## config.mk

```make
export PLATFORM = sky130hd
export DESIGN_NAME = sasi_port_irq_drq_glue_top
export DESIGN_NICKNAME = d
export VERILOG_FILES = /design/src/rtl/sasi_pkg.sv /design/src/rtl/sasi_step.sv /design/src/rtl/sasi_port_irq_drq_glue_top.sv
export VERILOG_INCLUDE_DIRS = /design/src /design/src/rtl
export SDC_FILE = /design/constraint.sdc
export NUM_CORES = 1
export LEC_CHECK = 0
export BUFFER_PORTS_ARGS = -buffer_cell sky130_fd_sc_hd__clkbuf_2
export CELL_PAD_IN_SITES_DETAIL_PLACEMENT = 1
export CELL_PAD_IN_SITES_GLOBAL_PLACEMENT = 2
export CORE_MARGIN = 3
export CORE_UTILIZATION = 36
export DETAILED_ROUTE_END_ITERATION = 10
export GPL_ROUTABILITY_DRIVEN = 0
export PLACE_DENSITY = 0.82
export SLEW_MARGIN = 5
export SYNTH_ARGS = -nofsm -noshare
export SYNTH_HDL_FRONTEND = slang
export SYNTH_SLANG_ARGS = --single-unit
```

## constraint.sdc

```tcl
create_clock -name clk -period 2.6 [get_ports clk]
set_input_delay 0.13 -clock clk [delete_from_list [all_inputs] [get_ports clk]]
set_output_delay 0.13 -clock clk [all_outputs]
set_load 0.1 [all_outputs]
```

## src/rtl/assert_macros.svh

```systemverilog
// Assertion macros shared by the RTL of the disk-bus interface glue.
// Depends on nothing; included by the files that carry assertions.
`ifndef ASSERT_MACROS_SVH
`define ASSERT_MACROS_SVH

// Checks a property on every rising edge outside reset.
`define SASI_ASSERT(lbl, clk, rst_n, prop, msg) \
  lbl: assert property (@(posedge clk) disable iff (!rst_n) (prop)) else $error(msg);

// Checks that the antecedent implies the consequent in the same cycle.
`define SASI_ASSERT_IMP(lbl, clk, rst_n, ante, cons, msg) \
  lbl: assert property (@(posedge clk) disable iff (!rst_n) (ante) |-> (cons)) else $error(msg);

`endif

```

## src/rtl/sasi_pkg.sv

```systemverilog
// Package for the disk-bus interface glue: item, result and state types,
// port, action, line and control-bit constants. Depends on nothing.
`timescale 1ns / 1ps

package sasi_pkg;

  localparam logic [1:0] ACT_WRITE = 2'd0;
  localparam logic [1:0] ACT_READ  = 2'd1;
  localparam logic [1:0] ACT_LINE  = 2'd2;

  localparam logic [7:0] PORT_DATA = 8'ha4;
  localparam logic [7:0] PORT_CTRL = 8'ha5;
  localparam logic [7:0] RD_NONE   = 8'hff;

  localparam logic [2:0] LN_BSY = 3'd0;
  localparam logic [2:0] LN_CXD = 3'd1;
  localparam logic [2:0] LN_IXO = 3'd2;
  localparam logic [2:0] LN_MSG = 3'd3;
  localparam logic [2:0] LN_REQ = 3'd4;
  localparam logic [2:0] LN_ACK = 3'd5;
  localparam logic [2:0] LN_TC  = 3'd6;

  localparam int CTL_SEL  = 5;
  localparam int CTL_RST  = 3;
  localparam int CTL_DMAE = 1;
  localparam int CTL_INTE = 0;

  localparam logic [5:0] NEG_RESET = 6'h3f;

  typedef struct packed {
    logic [1:0] action;
    logic [7:0] port;
    logic [7:0] data_in;
    logic [2:0] line_id;
    logic       line_level;
    logic [7:0] host_data;
  } item_t;

  typedef struct packed {
    logic [7:0] read_data;
    logic       irq;
    logic       drq;
    logic       sel_out;
    logic       rst_out;
    logic       host_write;
    logic       host_read;
    logic [7:0] host_write_data;
  } result_t;

  typedef struct packed {
    logic [7:0] ctl;
    logic [5:0] neg;
    logic       irq;
    logic       drq;
  } state_t;

endpackage

```

## src/rtl/sasi_step.sv

```systemverilog
// Combinational step of the disk-bus interface glue: applies one item to
// the current state and forms the next state and the result. Uses sasi_pkg.
`timescale 1ns / 1ps

module sasi_step import sasi_pkg::*; (
  input  item_t   item,
  input  state_t  cur,
  output state_t  nxt,
  output result_t res
);

  logic drq_g_old;
  logic drq_g_new;
  logic irq_g_old;
  logic irq_g_new;

  function automatic logic drq_gate(input logic [5:0] neg);
    return !neg[LN_REQ] && neg[LN_CXD];
  endfunction

  function automatic logic irq_gate(input logic [5:0] neg, input logic [7:0] ctl);
    logic a;
    logic b;
    a = !(!neg[LN_REQ] && !neg[LN_IXO] && neg[LN_MSG] && !neg[LN_CXD]);
    b = !(!ctl[CTL_DMAE] && drq_gate(neg));
    return !(a && b);
  endfunction

  always_comb begin
    nxt = cur;
    res = '0;
    unique case (item.action)
      ACT_WRITE: begin
        if (item.port == PORT_DATA) begin
          res.host_write      = 1'b1;
          res.host_write_data = item.data_in;
        end else if (item.port == PORT_CTRL) begin
          nxt.ctl = item.data_in;
        end
      end
      ACT_READ: begin
        if (item.port == PORT_DATA) begin
          res.host_read = 1'b1;
          res.read_data = item.host_data;
        end else if (item.port == PORT_CTRL) begin
          res.read_data = {~cur.neg[LN_REQ], 1'b0, ~cur.neg[LN_BSY], ~cur.neg[LN_MSG],
                           ~cur.neg[LN_CXD], ~cur.neg[LN_IXO], 1'b1, cur.irq};
        end else begin
          res.read_data = RD_NONE;
        end
      end
      ACT_LINE: begin
        if (item.line_id <= LN_ACK) begin
          nxt.neg[item.line_id] = ~item.line_level;
        end else if (item.line_id == LN_TC && item.line_level) begin
          nxt.ctl[CTL_DMAE] = 1'b0;
        end
      end
      default: begin
      end
    endcase

    // Latch update; with no change of lines or control no edge is seen.
    drq_g_old = drq_gate(cur.neg);
    drq_g_new = drq_gate(nxt.neg);
    irq_g_old = irq_gate(cur.neg, cur.ctl);
    irq_g_new = irq_gate(nxt.neg, nxt.ctl);
    if (!irq_g_old && irq_g_new) begin
      nxt.irq = nxt.ctl[CTL_INTE];
    end
    if (!drq_g_old && drq_g_new) begin
      nxt.drq = nxt.ctl[CTL_DMAE];
    end
    if (cur.ctl[CTL_INTE] && !nxt.ctl[CTL_INTE]) begin
      nxt.irq = 1'b0;
    end
    if (cur.ctl[CTL_DMAE] && !nxt.ctl[CTL_DMAE]) begin
      nxt.drq = 1'b0;
    end
    if (cur.neg[LN_ACK] && !nxt.neg[LN_ACK]) begin
      nxt.drq = 1'b0;
    end

    res.irq     = nxt.irq;
    res.drq     = nxt.drq;
    res.sel_out = nxt.ctl[CTL_SEL];
    res.rst_out = nxt.ctl[CTL_RST];
  end

endmodule

```

## src/rtl/sasi_port_irq_drq_glue_top.sv

```systemverilog
// Each item goes from input transfer to result through an input
// register and a result register. Throughput: one item per cycle while
// out_stall is low; state and result are a few gate levels in sasi_step.
// Reset (rst_n, synchronous, active low) clears control, IRQ and DRQ,
// marks all bus lines inactive and empties both registers.
`timescale 1ns / 1ps
`include "assert_macros.svh"

module sasi_port_irq_drq_glue_top import sasi_pkg::*; (
  input  logic       clk,
  input  logic       rst_n,
  input  logic       in_valid,
  output logic       in_stall,
  input  logic [1:0] in_action,
  input  logic [7:0] in_port,
  input  logic [7:0] in_data_in,
  input  logic [2:0] in_line_id,
  input  logic       in_line_level,
  input  logic [7:0] in_host_data,
  output logic       out_valid,
  input  logic       out_stall,
  output logic [7:0] out_read_data,
  output logic       out_irq,
  output logic       out_drq,
  output logic       out_sel_out,
  output logic       out_rst_out,
  output logic       out_host_write,
  output logic       out_host_read,
  output logic [7:0] out_host_write_data
);

  logic    in_vld_r;
  logic    in_vld_nxt;
  item_t   item_r;
  state_t  state_r;
  state_t  state_nxt;
  result_t res_r;
  result_t res_nxt;
  logic    out_vld_r;
  logic    out_vld_nxt;
  logic    in_xfer;
  logic    adv;

  assign adv      = in_vld_r && (!out_vld_r || !out_stall);
  assign in_stall = in_vld_r && !adv;
  assign in_xfer  = in_valid && !in_stall;

  sasi_step u_step (
    .item (item_r),
    .cur  (state_r),
    .nxt  (state_nxt),
    .res  (res_nxt)
  );

  always_comb begin
    in_vld_nxt = in_vld_r;
    if (in_xfer) begin
      in_vld_nxt = 1'b1;
    end else if (adv) begin
      in_vld_nxt = 1'b0;
    end
    out_vld_nxt = out_vld_r;
    if (adv) begin
      out_vld_nxt = 1'b1;
    end else if (!out_stall) begin
      out_vld_nxt = 1'b0;
    end
  end

  always_ff @(posedge clk) begin
    if (!rst_n) begin
      in_vld_r    <= 1'b0;
      out_vld_r   <= 1'b0;
      state_r.ctl <= '0;
      state_r.neg <= NEG_RESET;
      state_r.irq <= 1'b0;
      state_r.drq <= 1'b0;
    end else begin
      in_vld_r  <= in_vld_nxt;
      out_vld_r <= out_vld_nxt;
      if (adv) begin
        state_r <= state_nxt;
      end
    end
  end

  always_ff @(posedge clk) begin
    if (in_xfer) begin
      item_r.action     <= in_action;
      item_r.port       <= in_port;
      item_r.data_in    <= in_data_in;
      item_r.line_id    <= in_line_id;
      item_r.line_level <= in_line_level;
      item_r.host_data  <= in_host_data;
    end
    if (adv) begin
      res_r <= res_nxt;
    end
  end

  assign out_valid           = out_vld_r;
  assign out_read_data       = res_r.read_data;
  assign out_irq             = res_r.irq;
  assign out_drq             = res_r.drq;
  assign out_sel_out         = res_r.sel_out;
  assign out_rst_out         = res_r.rst_out;
  assign out_host_write      = res_r.host_write;
  assign out_host_read       = res_r.host_read;
  assign out_host_write_data = res_r.host_write_data;

  `SASI_ASSERT_IMP(a_stall_holds_item, clk, rst_n, in_stall, in_vld_r, "stall without item")
  `SASI_ASSERT(a_strobes_excl, clk, rst_n,
    !(out_vld_r && res_r.host_write && res_r.host_read), "data strobes both set")
  `SASI_ASSERT_IMP(a_wdata_zero, clk, rst_n, out_vld_r && !res_r.host_write,
    res_r.host_write_data == 8'h00, "write data without write strobe")
  `SASI_ASSERT_IMP(a_state_on_adv, clk, rst_n, !$past(adv) && $past(rst_n),
    $stable(state_r), "state changed without a transfer")

endmodule

```

-- Word-level counts from Yosys, hierarchy flattened
Cells that the tools add are included.
- bits in registers: 68
- input bits: 34
- output and inout bits: 24
- logic and storage cells: 110
- $lt $le $gt $ge: 3
- equality and inequality tests: 6
- mux-type cells: 24
- bitwise gates (word level): 7
- reductions and logical operators: 48
- operators with widths (cell ; count):
    6-bit 2-to-1 mux ; 4
    1-bit logical AND ; 22
    1-bit zero test ; 20
    8-bit == test, second input constant ; 2
    8-bit 2-to-1 mux ; 2
    1-bit 2-to-1 mux ; 14
    1-bit inverter ; 7
    6-bit bitwise mux ; 1
    3-bit by 4-bit < comparator with 1-bit output, second input constant ; 1
    4-bit 2-to-1 mux ; 1
    4-bit AND reduction ; 1
    1-bit demux with 3-bit select ; 1
    3-bit == test, second input constant ; 1
    3-bit by 1-bit >= comparator with 1-bit output, second input constant ; 1
    3-bit less-or-equal comparator, second input constant ; 1
    3-bit AND reduction ; 1
    2-bit by 1-bit == test with 1-bit output, second input constant ; 1
    2-bit == test, second input constant ; 1
    2-bit zero test ; 1
    2-bit by 1-bit inequality test with 1-bit output, second input constant ; 1
    1-bit case mux with 2 select lines ; 1
    2-bit AND reduction ; 1
    2-bit nonzero test ; 1
    1-bit logical OR ; 1

-- Depth between registers and ports, before layout
Gate-level depths: netlist (run 1).
- depth in word-level cells: 17
- depth in mapped cells: 7

-- Modules after synthesis
Synthesis (run 1) repeated with hierarchy kept, for this count alone.
- cell total of the unflattened synthesis: 237
- area total of the unflattened synthesis: 3005.4 um2
- modules (own cells, without submodules) (module ; times used ; cells each ; area each (um2) ; seq. area each (um2)):
    sasi_port_irq_drq_glue_top ; 1 ; 129 ; 2321.0 ; 1921.8
    sasi_step ; 1 ; 108 ; 684.4 ; 0.0

-- Worst setup path before layout (run 1)
No wires, ideal clock.
- path kind: reg-to-reg
- start: register out_vld_r (netlist: out_valid)
- end: register item_r[0] (netlist bit) (enable)
- setup time: 0.420 ns
- data arrival time: 2.835 ns
- required time: 2.180 ns
- slack: -0.655 ns
- cell stages (with the launch flop): 3
- path buffers: 0
- period minus slack after synthesis: 3.255 ns
- path through: dfxtp_1 > and3_1 > nor2b_1
- longest elaborated chain between the ends: 7
- ends and longest elaborated chain (element ; RTL line ; text):
    from (decl) ; sasi_port_irq_drq_glue_top.sv:39 ; logic out_vld_r;
    from (signal assigned) ; sasi_port_irq_drq_glue_top.sv:80 ; out_vld_r <= out_vld_nxt;
    1-bit zero test ; sasi_port_irq_drq_glue_top.sv:44 ; assign adv = in_vld_r && (!out_vld_r || !out_stall);
    1-bit logical OR ; sasi_port_irq_drq_glue_top.sv:44 ;
    1-bit logical AND ; sasi_port_irq_drq_glue_top.sv:44 ;
    1-bit zero test ; sasi_port_irq_drq_glue_top.sv:45 ; assign in_stall = in_vld_r && !adv;
    1-bit logical AND ; sasi_port_irq_drq_glue_top.sv:45 ;
    via in_stall ; sasi_port_irq_drq_glue_top.sv:13 ; output logic in_stall,
    1-bit zero test ; sasi_port_irq_drq_glue_top.sv:46 ; assign in_xfer = in_valid && !in_stall;
    1-bit logical AND ; sasi_port_irq_drq_glue_top.sv:46 ;
    to (decl) ; sasi_port_irq_drq_glue_top.sv:34 ; item_t item_r;
The timed path passes the listed nets, and every way through them passes these cells.
A chain may end at the register's enable or synchronous reset.

-- Final worst setup path (run 1)
- start: register item_r[28] (netlist bit)
- end: register state_r[1] (netlist bit)
- longest elaborated chain between the ends: 12
- ends and longest elaborated chain (element ; RTL line ; text):
    2-bit == test ; sasi_step.sv:32 ; unique case (item.action)
    6-bit 2-to-1 mux ; sasi_step.sv:32 ;
    1-bit zero test, on equally long branches ; sasi_step.sv:18, sasi_step.sv:24 ;
    1-bit logical AND (3 in a row) ; sasi_step.sv:24 ; a = !(!neg[LN_REQ] && !neg[LN_IXO] && neg[LN_MSG] && !neg[LN_CXD]);
    1-bit zero test ; sasi_step.sv:24 ;
    1-bit logical AND ; sasi_step.sv:26 ; return !(a && b);
    1-bit zero test ; sasi_step.sv:26 ;
    1-bit logical AND ; sasi_step.sv:68 ; if (!irq_g_old && irq_g_new) begin
    1-bit 2-to-1 mux ; sasi_step.sv:68 ;
    1-bit 2-to-1 mux (*) ; sasi_step.sv:74 ; if (cur.ctl[CTL_INTE] && !nxt.ctl[CTL_INTE]) begin
    to (signal assigned) ; sasi_port_irq_drq_glue_top.sv:82 ; state_r <= state_nxt;
    to (decl) ; sasi_port_irq_drq_glue_top.sv:35 ; state_t state_r;
Every way passes the cells marked *; elsewhere a longest branch is shown, timed or not.

==> impl_metrics.csv, run 1 <==
group,metric,value,unit
status,status,"complete, no violations",
grt,grtUsageMet3,4.630,%
placed_design,portBuffers,57,
grt,antenna_found_initial,0,
power_and_ir_drop,p_clk_share,38.6,%
yosys,netlist_area,2718,um2
critical_path,reg2regPathDepth,6,
power_and_ir_drop,netSwitchingPower,604.5,uW
drt,drt_iter0_drc,80,
drt,drt-total-wl,6036,um
final_layout,areaGrowthSynthToFinish,35.31,%
timing,period_needed,2239,ps
grt,grt_first_pass_wirelength,9984,um
drt,final_antenna_net_count,0,
die,initial_core_util,37.27,%
final_layout,fin_util,50.43,%
final_layout,nets,338,
critical_path,start_kind,"flop",
critical_path,criticalPathCategory,"reg -> reg",
yosys,yosysSeqAreaShare,67.77,%
timing,rsz0062_at_grt,"no",
grt,grt_max_degree,31,
power_and_ir_drop,p_sw_share,25.02,%
final_layout,antennaDiodeCount,0,
timing,tns,0,ps
grt,grt_remaining_overflow,0,
die,num_io_pins,58,
yosys,synth-async-reset-ratio,0,%
final_layout,drive_gt1_share,29.77,%
critical_path,cp-end-kind,"flop",
critical_path,worstReg2RegEnd,"state_r[1]",
drt,wl_per_cell,14.79,um
critical_path,crit_arrival,2490,ps
timing,hold_viol,0,
yosys,syn_nets,239,
clock_network,htree_levels,3,
min_path,hold_class,"in -> reg",
timing,skew,9.416,ps
critical_path,crit_fanout,7,
grt,grt_usage,15.13,%
timing,worst_pin_slew,583.7,ps
drt,vias_per_cell,4.900,
yosys,ys_warn_count,0,
power_and_ir_drop,pwr-share-seq,49.9,%
power_and_ir_drop,peakVddDrop,323.0,uV
die,coreArea,7292,um2
critical_path,r2r-start,"item_r[28]",
timing,fmax,446.5,MHz
die,die_x,92.89,um
drt,vias,1999,
clock_network,cts_sinks,66,
clock_network,cts_tree,"done",
yosys,synth-edff-count,52,
yosys,synth_seq_cells,66,
clock_network,clkTransAtPathRegs,70,ps
timing,slew_viol_final,0,
critical_path,crit_start,"item_r[28]",
die,die_area,8628,um2
clock_network,post_cts_buffers,0,
power_and_ir_drop,leakagePower,0.001373,uW
clock_network,clk-insertion-delay-late,330,ps
grt,busiest_layer,"met2",
die,rows,31,
yosys,ys.flop_type,"edfxtp_1",
timing,post-route-period-util,86.13,%
grt,grt_pass1_vias,2066,
yosys,synth_cells,205,
grt,gr-usage-met2,26.87,%
clock_network,cts_buffers,9,
drt,remaining_drc_errors,0,
yosys,synth.distinct_cells,45,
yosys,syn_avg_cell_area,13.26,um2
final_layout,fillers,784,
critical_path,endpoint,"state_r[1]",
clock_network,cts_root_buf,"clkbuf_8",
power_and_ir_drop,p_per_area,656.9,nW/um2
job,drv_cap,0,
critical_path,r2r_slack,360,ps
power_and_ir_drop,intPower,1811,uW
timing,max_slew_margin,60.94,%
die,die_y,92.89,um
grt,met1_usage,17.53,%
placed_design,hpwlAfterDp,3973,um
critical_path,cp.required,2850,ps
drt,first_pass_iters,4,
timing,setup_viol,0,
clock_network,clk_path_buf_depth,2,
power_and_ir_drop,power_frac_comb,11.5,%
-- what timing repair did --
item,4_1_cts,5_1_grt
hold endpoints to repair,30,0
setup endpoints to repair,0,0
hold buffers,30,0
gates resized for setup,0,0
-- cells by family after synthesis --
logic type             share of synthesized area [%]
AO/OA/AOI/OAI                                  9.530
buffers and inverters                          1.795
flip-flops                                     67.77
multiplexers                                   2.808
AND/OR/NAND/NOR                                18.09
-- placed cells by master (no fill, tap or decap), types with 3 or more instances in the layout --
cell type	synthesis	routed
mux2_2	3	3
dlygate4sd3_1	0	30
buf_4	0	9
o21ai_0	10	10
nor3_1	4	4
nand3_1	3	3
o311ai_0	4	4
nor2b_1	7	6
clkbuf_8	0	9
nand2_1	15	15
nor2_1	17	17
or3_1	4	4
a21oi_1	3	3
a211oi_1	5	5
o211ai_1	3	3
edfxtp_1	52	52
dfxtp_1	14	14
clkbuf_2	0	57
and2_1	8	8
nand3b_1	5	5
a21boi_0	4	4
nand2b_1	3	3
-- area by class of cell --
cell class,instances,area [um2],share of cell area [%]
Clock buffer,10,127.6,3.471
Tap cell,99,123.9,3.368
Multi-Input combinational cell,128,830.8,22.59
Inverter,3,11.26,0.3062
Clock inverter,6,88.84,2.416
Timing Repair Buffer,96,653.1,17.76
Sequential cell,66,1842,50.09
-- routing by layer --
metal  part of all wire (%)  up-vias  wire length, um
met5                      0        -                0
met4                   0.70        0               42
met3                    4.2        6              256
met2                     53       52             3173
met1                     42      964             2564
li1                       -      977                -
-- synth_stat cells (all sizes together), types with 4 or more instances --
cell	count	area share, %
nor3	4	0.74
clkbuf	6	0.83
a21oi	4	0.87
nor2b	7	1.6
o311ai	4	1.3
a211oi	5	1.4
nor2	17	2.3
a21boi	4	1.1
and2	8	1.8
or3	4	0.92
nand3b	5	1.4
dfxtp	14	10
or4	4	1.4
o21ai	10	1.8
edfxtp	52	57
nand2	15	2.1
-- flip-flops by register name (all words and copies together), names as in the netlist, 8 cells and up, named ones only --
name and flops:
state_r 11, out_read_data 8, item_r 30, out_host_write_data 8
-- stage by stage --
step                      hold slack [ps]  std cells  worst slack, ps  power [uW]  instance area [um2]
after floorplan                     228.9        205            108.1        1402                 2721
after global placement              307.3        362            401.2        1468                 3161
after detailed placement            309.3        362            370.4        1472                 3161
after CTS                          0.3507        408            347.4        2443                 3677
after global routing                7.422        408            273.0        2511                 3677
final                               18.14        408            360.5        2416                 3677
-- how the worst min path moves through the flow --
stage                          startpoint          to  slack (ps)  cells after the start
after floorplan           in_host_data[0]   item_r[0]         230                      0
after global placement      in_line_id[1]  item_r[10]         310                      1
after detailed placement       in_port[2]  item_r[22]         310                      1
after CTS                        in_valid    in_vld_r         0.4                      2
after global routing             in_valid    in_vld_r           7                      2
final                            in_valid    in_vld_r          20                      2
-- worst max-delay path: stages, from the launching register on --
cell and delay, ps:
edfxtp_1 440, or2_1 280, or4_4 600, mux2i_4 200, a21oi_2 70, or4_4 510, o221ai_2 60
-- power by group through the flow --
stage / Sequential [uW] / Combinational, uW / Clock [uW]
5_1_grt: 1210 / 296 / 1000
4_1_cts: 1210 / 279 / 958
3_5_place_dp: 1230 / 243 / 0
3_3_place_gp: 1230 / 241 / 0
2_1_floorplan: 1350 / 53.8 / 0
6_report: 1210 / 279 / 931
Power figures use the tool's default switching activity.
==> run 2, diff against run 1 <==
Settings changed: REMOVE_ABC_BUFFERS set to 1.
==> run 2 against run 1 <==
  * Count of clock-buffer cells in the layout is the same
  * Power shrank 7.0%
  * Worst setup slack gained 10 ps
  * Sequential cell count is the same
  * Non-clock buffer count is the same
  * Final cell count is the same
  * Clock skew shrank 2.7 ps
  * Final area shrank 1.1%
  * Clock power shrank 18%
  * Via count shrank 1.5%
  * Routed wire length shrank 0.81%
  * Core utilization shrank 0.53 points
  * Critical path type unchanged
  * Critical endpoint unchanged
==> impl_metrics.csv, run 2 (synthesized netlist as in run 1, its figures left out) <==
group,metric,value,unit
status,status,"complete, no violations",
die,die_x,92.89,um
timing,hold_viol,0,
placed_design,dp_cells,362,
placed_design,portBuffers,57,
die,rows,31,
drt,remaining_drc_errors,0,
job,drv_cap,0,
power_and_ir_drop,leakagePower,0.001356,uW
critical_path,crit_start,"item_r[28]",
final_layout,layout_commonest_cell,"clkbuf_2",
critical_path,reg2regPathDepth,6,
timing,worst_pin_slew,573.6,ps
die,initial_core_util,37.27,%
grt,grt_usage,14.84,%
grt,antenna_found_initial,0,
timing,period_needed,2229,ps
final_layout,regMostFlops,"item_r",
critical_path,cp.required,2860,ps
clock_network,cts_root_buf,"clkbuf_8",
timing,fmax,448.5,MHz
critical_path,criticalPathCategory,"reg -> reg",
final_layout,final_cells,408,
die,die_y,92.89,um
min_path,hold_end,"in_vld_r",
final_layout,areaGrowthSynthToFinish,33.89,%
clock_network,post_cts_buffers,0,
drt,vias,1970,
critical_path,cp-end-kind,"flop",
final_layout,drive_gt1_share,29.77,%
drt,drt-total-wl,5987,um
power_and_ir_drop,p_per_area,617.2,nW/um2
timing,setup_viol,0,
timing,fin_hold_ws,28.89,ps
timing,max_slew_margin,61.62,%
min_path,whs_path_depth,2,
die,coreArea,7292,um2
clock_network,cts_sinks,66,
drt,wl_per_cell,14.67,um
clock_network,clk-insertion-delay-late,330,ps
clock_network,cts_tree,"done",
drt,drt_iter0_drc,63,
clock_network,clk_path_buf_depth,2,
critical_path,crit_arrival,2490,ps
timing,skew,6.737,ps
critical_path,worstReg2RegEnd,"state_r[1]",
final_layout,nets,338,
min_path,min_from,"in_valid",
final_layout,final_area,3638,um2
clock_network,htree_levels,3,
grt,grt_remaining_overflow,0,
final_layout,largestRegisters,"item_r: 30 flops, state_r: 11 flops",
timing,slew_viol_final,0,
min_path,hold_class,"in -> reg",
placed_design,placed_area,3159,um2
drt,final_antenna_net_count,0,
clock_network,clkTransAtPathRegs,70,ps
critical_path,r2r_slack,370,ps
final_layout,largest_register_ffs,30,
critical_path,r2r-start,"item_r[28]",
power_and_ir_drop,peakVddDrop,384.4,uV
final_layout,layout_common_cells,"clkbuf_2 (57), edfxtp_1 (52), dlygate4sd3_1 (30)",
placed_design,hpwlAfterDp,3936,um
clock_network,cts_buffers,9,
grt,grt_max_degree,31,
critical_path,start_kind,"flop",
timing,rsz0062_at_grt,"no",
critical_path,crit_fanout,7,
final_layout,antennaDiodeCount,0,
drt,first_pass_iters,4,
grt,grt_pass1_vias,2026,
die,die_area,8628,um2
final_layout,fillers,790,
drt,vias_per_cell,4.828,
timing,post-route-period-util,85.75,%
grt,grt_first_pass_wirelength,9915,um
timing,tns,0,ps
die,num_io_pins,58,
-- run 2: repair_timing --
action / in CTS / in global routing
hold buffers: 30 / 0
hold endpoints to repair: 30 / 0
gates resized for setup: 0 / 0
-- run 2: area by class of cell --
class / count / area [um2] / share of cell area (%)
clock buffers: 10 / 137.6 / 3.783
flip-flops and latches: 66 / 1842 / 50.62
repair buffers: 96 / 653.1 / 17.95
inverters: 3 / 11.26 / 0.3095
multi-input cells: 128 / 829.5 / 22.80
well taps: 99 / 123.9 / 3.404
clock inverters: 6 / 41.29 / 1.135
-- run 2: per-stage QoR --
step           power [uW]  setup slack [ps]  util (%)
2_1_floorplan        1398            -655.3         -
3_3_place_gp         1468             399.3     43.33
3_5_place_dp         1472             370.1     43.33
4_1_cts              2279             361.5     49.90
5_1_grt              2334             277.7     49.90
6_report             2246             370.6     49.90
-- run 2: worst max-delay path, cell delays in order, from the launching register on --
cell      delay [ps]
edfxtp_1         440
or2_1            270
or4_4            600
mux2i_4          200
a21oi_2           60
or4_4            520
o221ai_2          70
-- run 2: worst max-delay path by stage --
stage	cells after the start	to	slack [ps]
5_1_grt	6	state_r[1]	280
6_report	6	state_r[1]	370
3_3_place_gp	6	state_r[1]	400
3_5_place_dp	6	state_r[1]	370
4_1_cts	6	state_r[1]	360
2_1_floorplan	2	item_r[0]	-660
-- run 2: per-layer routing --
layer | up-vias | global-route usage (%) | share of wire [%]
met5 | - | 0 | 0
met4 | 0 | 4.029 | 0.80
met3 | 4 | 4.305 | 4.8
met2 | 52 | 24.84 | 51
met1 | 937 | 18.78 | 43
li1 | 977 | - | -
-- run 2: power by group --
part           leakage (uW)  total (uW)  switching [uW]  internal (uW)
clock             0.0000847         763             392            371
combinational      0.000660         277             196           81.5
sequential         0.000611        1210            17.5           1190
==> run 3, diff against run 2 <==
Settings changed: GPL_TIMING_DRIVEN set to 0.
==> run 3 against run 2 <==
  * Via count increased by 0.61%
  * Combinational power decreased by 5%
  * Worst setup slack got worse by 130 ps
  * Core utilization decreased by 0.41 points
  * Final cell count decreased by 2.0%
  * Non-clock buffer count decreased by 8
  * Critical path depth decreased by 1
  * Sequential cell count unchanged
  * First-iteration DRC count decreased by 37%
  * Final area decreased by 0.83%
  * Critical path type unchanged
  * Largest cell class unchanged
  * Highest routed layer unchanged
==> impl_metrics.csv, run 3 (synthesized netlist as in run 1, its figures left out) <==
group,metric,value,unit
die,die_area,8628,um2
timing,skew,8.793,ps
grt,grt_remaining_overflow,0,
clock_network,htree_levels,3,
critical_path,cp.required,2690,ps
final_layout,largest_register_ffs,30,
power_and_ir_drop,leakagePower,0.001332,uW
grt,grt_max_degree,31,
final_layout,largestRegisters,"item_r: 30 flops, state_r: 11 flops",
final_layout,layout_commonest_cell,"clkbuf_2",
drt,vias,1982,
critical_path,start_kind,"flop",
clock_network,cts_tree,"done",
die,num_io_pins,58,
critical_path,criticalPathCategory,"reg -> reg",
clock_network,clk_path_buf_depth,2,
placed_design,placed_area,3097,um2
final_layout,final_area,3608,um2
final_layout,antennaDiodeCount,0,
placed_design,dp_slack,124.8,ps
critical_path,crit_arrival,2450,ps
final_layout,regMostFlops,"item_r",
timing,post-route-period-util,90.82,%
grt,grt_pass1_vias,2031,
grt,grt_usage,14.76,%
timing,hold_viol,0,
timing,worst_pin_slew,1160,ps
drt,wl_per_cell,14.75,um
final_layout,nets,330,
power_and_ir_drop,p_per_area,643.4,nW/um2
clock_network,cts_buffers,9,
timing,fin_ws,238.8,ps
die,rows,31,
drt,first_pass_iters,4,
drt,final_antenna_net_count,0,
timing,setup_viol,0,
power_and_ir_drop,total_power,2322,uW
placed_design,portBuffers,57,
critical_path,cp-end-kind,"flop",
status,status,"complete, no violations",
drt,remaining_drc_errors,0,
critical_path,crit_fanout,16,
clock_network,clk-insertion-delay-late,350,ps
final_layout,drive_gt1_share,27.91,%
clock_network,cts_sinks,66,
timing,max_slew_margin,21.94,%
timing,slew_viol_final,0,
grt,grt_first_pass_wirelength,9632,um
clock_network,cts_root_buf,"clkbuf_8",
drt,drt-total-wl,5898,um
job,drv_cap,0,
clock_network,clkTransAtPathRegs,70,ps
final_layout,layout_common_cells,"clkbuf_2 (57), edfxtp_1 (52), dlygate4sd3_1 (31)",
timing,fmax,423.5,MHz
die,die_y,92.89,um
placed_design,hpwlAfterDp,3830,um
power_and_ir_drop,peakVddDrop,294.3,uV
grt,antenna_found_initial,0,
timing,period_needed,2361,ps
final_layout,areaGrowthSynthToFinish,32.78,%
min_path,hold_class,"in -> reg",
drt,drt_iter0_drc,40,
die,initial_core_util,37.27,%
die,die_x,92.89,um
timing,rsz0062_at_grt,"no",
drt,vias_per_cell,4.955,
die,coreArea,7292,um2
==> run 3: cell types whose count changed in the layout (fill, tap and decap cells not counted), sizes merged <==
cell	before	now
buf	9	0
bufinv	0	1
clkbuf	67	66
clkinv	3	4
clkinvlp	3	2
dlygate4sd3	30	31
==> run 3: what timing repair did <==
action | in CTS | in global routing
setup buffers | 0 | 0
setup endpoints to repair | 0 | 7
hold endpoints to repair | 31 | 0
gates resized for setup | 0 | 2
hold buffers | 31 | 0
==> run 3: power breakdown <==
group,internal (uW),switching (uW)
clock network,441,403
logic,76.2,186
registers,1190,27.2
==> run 3: layout make-up <==
| class | count | area [um2] |
|---|---|---|
| Fill cell | 788 | 3684 |
| Sequential cell | 66 | 1842 |
| Multi-Input combinational cell | 128 | 839.6 |
| Timing Repair Buffer | 88 | 595.6 |
| Clock buffer | 9 | 123.9 |
| Tap cell | 99 | 123.9 |
| Clock inverter | 7 | 68.82 |
| Inverter | 3 | 15.01 |
==> run 3: stage by stage <==
step | TNS (ps) | hold slack [ps] | util [%] | std cells
2_1_floorplan | -19660 | 218.9 | - | 197
3_3_place_gp | -10580 | 306.9 | 42.36 | 353
3_5_place_dp | 0 | 309.3 | 42.47 | 353
4_1_cts | 0 | 61.42 | 49.37 | 400
5_1_grt | 0 | 80.03 | 49.49 | 400
6_report | 0 | 75.24 | 49.49 | 400
==> run 3: routing by layer <==
layer	global-route usage (%)	vias up	wire length, um
li1	-	962	-
met1	16.95	962	2513
met2	25.55	48	3027
met3	3.087	10	205
met4	8.059	0	153
met5	0	-	0
==> run 3: path summary, 6_finish.rpt <==
path | start | endpoint | slack (ps) | depth (start not counted)
min | out_stall | out_valid | 80 | 3
max reg2reg | item_r[8] | out_irq | 240 | 5
max | item_r[8] | out_irq | 240 | 5
min reg2reg | state_r[13] | state_r[13] | 470 | 2
==> run 3: critical path, cell delays in order (launching register included) <==
cell	delay [ps]
edfxtp_1	620
or4b_1	560
or4_1	530
a21oi_2	200
nor3_1	70
a2bb2oi_1	130
